<file path="config.mk">
export PLATFORM = sky130hd
export DESIGN_NAME = lavm_front_flat
export DESIGN_NICKNAME = d
export VERILOG_FILES = /design/src/rtl/lavm_pkg.sv /design/src/rtl/lavm_item_if.sv /design/src/rtl/lavm_front.sv /design/src/flat_wrapper.sv
export SDC_FILE = /design/constraint.sdc
export NUM_CORES = 1
export LEC_CHECK = 0
export BUFFER_PORTS_ARGS = -buffer_cell sky130_fd_sc_hd__buf_2
export CELL_PAD_IN_SITES_DETAIL_PLACEMENT = 1
export CELL_PAD_IN_SITES_GLOBAL_PLACEMENT = 2
export CORE_UTILIZATION = 24
export DETAILED_ROUTE_END_ITERATION = 8
export PLACE_DENSITY = 0.87
export SYNTH_ARGS = -nofsm -noshare
export SYNTH_HDL_FRONTEND = slang
export SYNTH_SLANG_ARGS = --single-unit
</file>
<file path="constraint.sdc">
create_clock -name vclk -period 7.1
set_clock_uncertainty 0.15 [all_clocks]
set_input_delay 0.71 -clock vclk [all_inputs]
set_output_delay 0.71 -clock vclk [all_outputs]
set_load 0.02 [all_outputs]
</file>
<file path="src/rtl/lavm_pkg.sv">
`timescale 1ns / 1ps
`default_nettype none
// ----------------------------------------------------------------------------
// lavm_pkg: shared types and constants of the look-at view matrix unit
// Holds field widths, the queue entry type, register indexes and defaults.
// ----------------------------------------------------------------------------
package lavm_pkg;

  localparam int unsigned DataW         = 32;
  localparam int unsigned DiffW         = DataW + 1;
  localparam int unsigned CfgIdxW       = 2;
  localparam int unsigned FracBitsDef   = 16;
  localparam int unsigned QueueDepthDef = 2;

  typedef logic signed [DataW-1:0] lavm_data_t;
  typedef logic signed [DiffW-1:0] lavm_diff_t;

  // one classified camera update waiting for the back end
  typedef struct packed {
    lavm_data_t [2:0] eye;
    lavm_diff_t [2:0] diff;
    logic             same;
  } lavm_entry_t;

  typedef enum logic [CfgIdxW-1:0] {
    CFG_UP_X = 2'd0,
    CFG_UP_Y = 2'd1,
    CFG_UP_Z = 2'd2
  } lavm_cfg_e;

endpackage
`default_nettype wire

</file>
<file path="src/rtl/lavm_item_if.sv">
`timescale 1ns / 1ps
`default_nettype none
// ----------------------------------------------------------------------------
// lavm_item_if: input channel of the look-at view matrix unit
// Valid/ready channel carrying one eye point and one target point.
// ----------------------------------------------------------------------------
interface lavm_item_if;
  import lavm_pkg::*;

  logic             valid;
  logic             ready;
  logic signed [DataW-1:0] eye_x;
  logic signed [DataW-1:0] eye_y;
  logic signed [DataW-1:0] eye_z;
  logic signed [DataW-1:0] target_x;
  logic signed [DataW-1:0] target_y;
  logic signed [DataW-1:0] target_z;

  modport source (
    output valid, eye_x, eye_y, eye_z, target_x, target_y, target_z,
    input  ready
  );

  modport sink (
    input  valid, eye_x, eye_y, eye_z, target_x, target_y, target_z,
    output ready
  );

endinterface
`default_nettype wire

</file>
<file path="src/rtl/lavm_front.sv">
`timescale 1ns / 1ps
`default_nettype none
// ----------------------------------------------------------------------------
// lavm_front: input side of the look-at view matrix unit
// Takes camera updates, forms eye minus target and flags eye equal to target.
// ----------------------------------------------------------------------------
module lavm_front (
  lavm_item_if.sink             item_i,
  output lavm_pkg::lavm_entry_t entry_o,
  output logic                  push_valid_o,
  input  logic                  push_ready_i
);
  import lavm_pkg::*;

  lavm_diff_t dx, dy, dz;

  assign dx = lavm_diff_t'(item_i.eye_x) - lavm_diff_t'(item_i.target_x);
  assign dy = lavm_diff_t'(item_i.eye_y) - lavm_diff_t'(item_i.target_y);
  assign dz = lavm_diff_t'(item_i.eye_z) - lavm_diff_t'(item_i.target_z);

  assign entry_o.eye[0]  = item_i.eye_x;
  assign entry_o.eye[1]  = item_i.eye_y;
  assign entry_o.eye[2]  = item_i.eye_z;
  assign entry_o.diff[0] = dx;
  assign entry_o.diff[1] = dy;
  assign entry_o.diff[2] = dz;
  // no view direction at all
  assign entry_o.same    = (dx == '0) && (dy == '0) && (dz == '0);

  assign push_valid_o = item_i.valid;
  assign item_i.ready = push_ready_i;

endmodule
`default_nettype wire

</file>
<file path="src/flat_wrapper.sv">
// flat-port wrapper written by rule: the top's interface ports become plain ports
module lavm_front_flat import lavm_pkg::*;
  (entry_o, push_valid_o, push_ready_i, item_i_valid, item_i_eye_x, item_i_eye_y, item_i_eye_z, item_i_target_x, item_i_target_y, item_i_target_z, item_i_ready);
  lavm_item_if item_i_i ();
  output lavm_pkg::lavm_entry_t entry_o;
  output logic push_valid_o;
  input  logic push_ready_i;
  input wire logic [$bits(item_i_i.valid)-1:0] item_i_valid;
  input wire logic [$bits(item_i_i.eye_x)-1:0] item_i_eye_x;
  input wire logic [$bits(item_i_i.eye_y)-1:0] item_i_eye_y;
  input wire logic [$bits(item_i_i.eye_z)-1:0] item_i_eye_z;
  input wire logic [$bits(item_i_i.target_x)-1:0] item_i_target_x;
  input wire logic [$bits(item_i_i.target_y)-1:0] item_i_target_y;
  input wire logic [$bits(item_i_i.target_z)-1:0] item_i_target_z;
  output wire logic [$bits(item_i_i.ready)-1:0] item_i_ready;
  assign item_i_i.valid = item_i_valid;
  assign item_i_i.eye_x = item_i_eye_x;
  assign item_i_i.eye_y = item_i_eye_y;
  assign item_i_i.eye_z = item_i_eye_z;
  assign item_i_i.target_x = item_i_target_x;
  assign item_i_i.target_y = item_i_target_y;
  assign item_i_i.target_z = item_i_target_z;
  assign item_i_ready = item_i_i.ready;
  lavm_front u_core (.item_i(item_i_i), .entry_o(entry_o), .push_valid_o(push_valid_o), .push_ready_i(push_ready_i));
endmodule
</file>
==> metrics.txt <==
# TYPE chip_impl_metric gauge
chip_impl_metric{name="io_buffers",unit=""} 388
chip_impl_metric{name="register_area",unit="µm²"} 0
chip_impl_info{name="hp-class",value="primary input to output port"} 1
chip_impl_metric{name="antenna_left",unit=""} 0
chip_impl_metric{name="syn_area",unit="µm²"} 6640
chip_impl_metric{name="holdBufCountCts",unit=""} 0
chip_impl_metric{name="netlist-cell-type-count",unit=""} 69
chip_impl_metric{name="totalNegativeSetupSlack",unit="ns"} 0
chip_impl_metric{name="grt_pass1_vias",unit=""} 8112
chip_impl_metric{name="cts_resized",unit=""} 0
chip_impl_metric{name="postSynthCellCount",unit=""} 1023
chip_impl_info{name="grt_setup_unrepaired",value="false"} 1
chip_impl_metric{name="vias_per_cell",unit=""} 5.08
chip_impl_metric{name="timing_hold_violations_final",unit=""} 0
chip_impl_metric{name="worst_ep_arrival_time",unit="ns"} 4.71
chip_impl_info{name="status",value="finished, final reports clean"} 1
chip_impl_info{name="end_kind",value="output port"} 1
chip_impl_metric{name="via_count",unit=""} 8279
chip_impl_metric{name="final.clkbuf_count",unit=""} 0
chip_impl_metric{name="yosysWarnings",unit=""} 0
chip_impl_metric{name="post-cts-setup-buffers",unit=""} 0
chip_impl_metric{name="antenna_found_initial",unit=""} 6
chip_impl_metric{name="period_share",unit="%"} 78.5
chip_impl_metric{name="maxCapViolations",unit=""} 0
chip_impl_metric{name="die_h",unit="µm"} 168
chip_impl_metric{name="rows",unit=""} 60
chip_impl_metric{name="layout-area-overhead-vs-synth",unit="%"} 23.3
chip_impl_metric{name="detail_route.iter0.violations",unit=""} 315
chip_impl_metric{name="coreArea",unit="µm²"} 27000
chip_impl_metric{name="boundary_pin_count",unit=""} 392
chip_impl_info{name="worstSetupPathType",value="primary input to output port"} 1
chip_impl_metric{name="setup-violations-final",unit=""} 0
chip_impl_metric{name="layout_setup_ws",unit="ns"} 1.53
chip_impl_metric{name="worst_slew_pin_slew",unit="ns"} 0.805
chip_impl_metric{name="place_worst_setup_slack",unit="ns"} 1.59
chip_impl_metric{name="chipWidth",unit="µm"} 168
chip_impl_info{name="yosys-top-cells-area",value="ha_1, buf_4, a21oi_1"} 1
chip_impl_metric{name="timing.hold.worst_path_depth",unit=""} 0
chip_impl_metric{name="mappedNetlistNets",unit=""} 1316
chip_impl_metric{name="drive_above_1_share",unit="%"} 31.2
chip_impl_metric{name="grt.overflow.total",unit=""} 0
chip_impl_metric{name="synth_largest_type_area_fraction",unit="%"} 18.1
chip_impl_metric{name="multi_input_area",unit="µm²"} 5340
chip_impl_metric{name="nFlopsAndLatches",unit=""} 0
chip_impl_metric{name="relSlewSlack",unit="%"} 46.0
chip_impl_metric{name="initial_core_utilization",unit="%"} 24.6
chip_impl_metric{name="drt_pre_antenna_iters",unit=""} 5
chip_impl_metric{name="post-route-min-period",unit="ns"} 5.57
chip_impl_metric{name="grt_first_pass_wirelength",unit="µm"} 46600
chip_impl_metric{name="timing.fmax",unit="GHz"} 0.180
chip_impl_metric{name="timing.final.max_slew_violations",unit=""} 0
chip_impl_metric{name="die_area",unit="µm²"} 28300
chip_impl_info{name="critical_path.startpoint_type",value="primary input"} 1
chip_impl_metric{name="whs",unit="ns"} 1.27
chip_impl_metric{name="grt_max_degree",unit=""} 12
chip_impl_metric{name="post_drt_wl_per_cell",unit="µm"} 19.5
chip_impl_metric{name="route.detailed.drc",unit=""} 0
chip_impl_metric{name="crit_path_max_fanout",unit=""} 4
chip_impl_metric{name="syn-mean-instance-area",unit="µm²"} 6.49
chip_impl_metric{name="place_hpwl",unit="µm"} 29300
chip_impl_metric{name="gp_congestion",unit=""} 0.909
chip_impl_metric{name="crit_required",unit="ns"} 6.24
chip_impl_info{name="netlist.top_cell.by_area",value="ha_1"} 1
chip_impl_metric{name="seq_area_frac_synth",unit="%"} 0
chip_impl_metric{name="layout.nets",unit=""} 1582
chip_impl_metric{name="grt_usage",unit="%"} 21.2
chip_impl_metric{name="final.fill_count",unit=""} 3605
chip_impl_metric{name="drt-total-wl",unit="µm"} 31900
[worst max-delay path, stage by stage]
cell,delay (ns)
buf_2,0.09
inv_1,0.05
ha_1,0.20
fa_1,0.39
nand2b_1,0.18
a211oi_1,0.29
nor2b_1,0.13
o31ai_1,0.61
a41oi_1,0.42
and3_1,0.32
or4_1,0.46
nor4_1,0.19
nand4_1,0.14
nor3_2,0.16
and4_1,0.20
buf_2,0.17
[final cells by class]
| cell class | count | share of cell area (%) |
|---|---|---|
| timing repair buffer | 388 | 23.7 |
| inverter | 123 | 5.65 |
| multi-input combinational | 776 | 65.3 |
| antenna | 3 | 0.0918 |
| tap | 341 | 5.22 |
[stage by stage]
stage                     utilization, %  instance area [µm²]  std cells
after CTS                           30.2                 8170       1628
after floorplan                        -                 6640       1023
after global routing                30.3                 8180       1630
after global placement              30.2                 8170       1628
after detailed placement            30.2                 8170       1628
final                               30.3                 8180       1631
[path summary, 6_finish.rpt]
check / startpoint / endpoint / slack (ns)
min: item_i_valid / push_valid_o / 1.27
max: item_i_eye_y[0] / entry_o[0] / 1.53
[layout by cell type, fill, tap and decap left out, types with 6 or more instances in the layout]
cell type	n
buf_2	388
inv_1	122
a21oi_1	101
ha_1	96
nand2_1	91
nor2_1	67
o21ai_0	62
xnor2_1	52
xor2_1	32
nand3_1	23
a21o_1	20
nand4_1	18
nor4_1	14
nor3_1	13
nor2b_1	12
o21bai_1	12
nand2b_1	11
and2_1	11
a31oi_1	11
o21a_1	10
and3_1	8
a211oi_1	7
and4_1	6
a221oi_1	6
or3_1	6
[Yosys cell counts, types with 12 or more instances]
master and count:
a21o_1 20, xor2_1 32, buf_4 98, xnor2_1 52
nand3_1 23, nand4_1 18, nor2_1 67, inv_1 122
nor2b_1 12, a21oi_1 101, o21bai_1 12, nor4_1 14
nor3_1 13, clkbuf_1 26, ha_1 96, nand2_1 91
o21ai_0 62
[layer usage]
| metal | up-vias | GRT usage, % | part of all wire [%] |
|---|---|---|---|
| met5 | - | 0 | 0.10 |
| met4 | 4 | 3.48 | 1.6 |
| met3 | 28 | 2.77 | 5.8 |
| met2 | 318 | 40.6 | 51 |
| met1 | 3896 | 25.3 | 42 |
| li1 | 4033 | - | - |
[cell families after synthesis]
kind of cell,count (synthesis),share of synthesized area (%)
muxes,3,0.490
and+or+nand+nor,298,22.3
buffers and inverters,247,19.5
adders and majority gates,99,19.0
xor gates and xnor gates,84,11.1
AOI/OAI and AO/OA,292,27.6
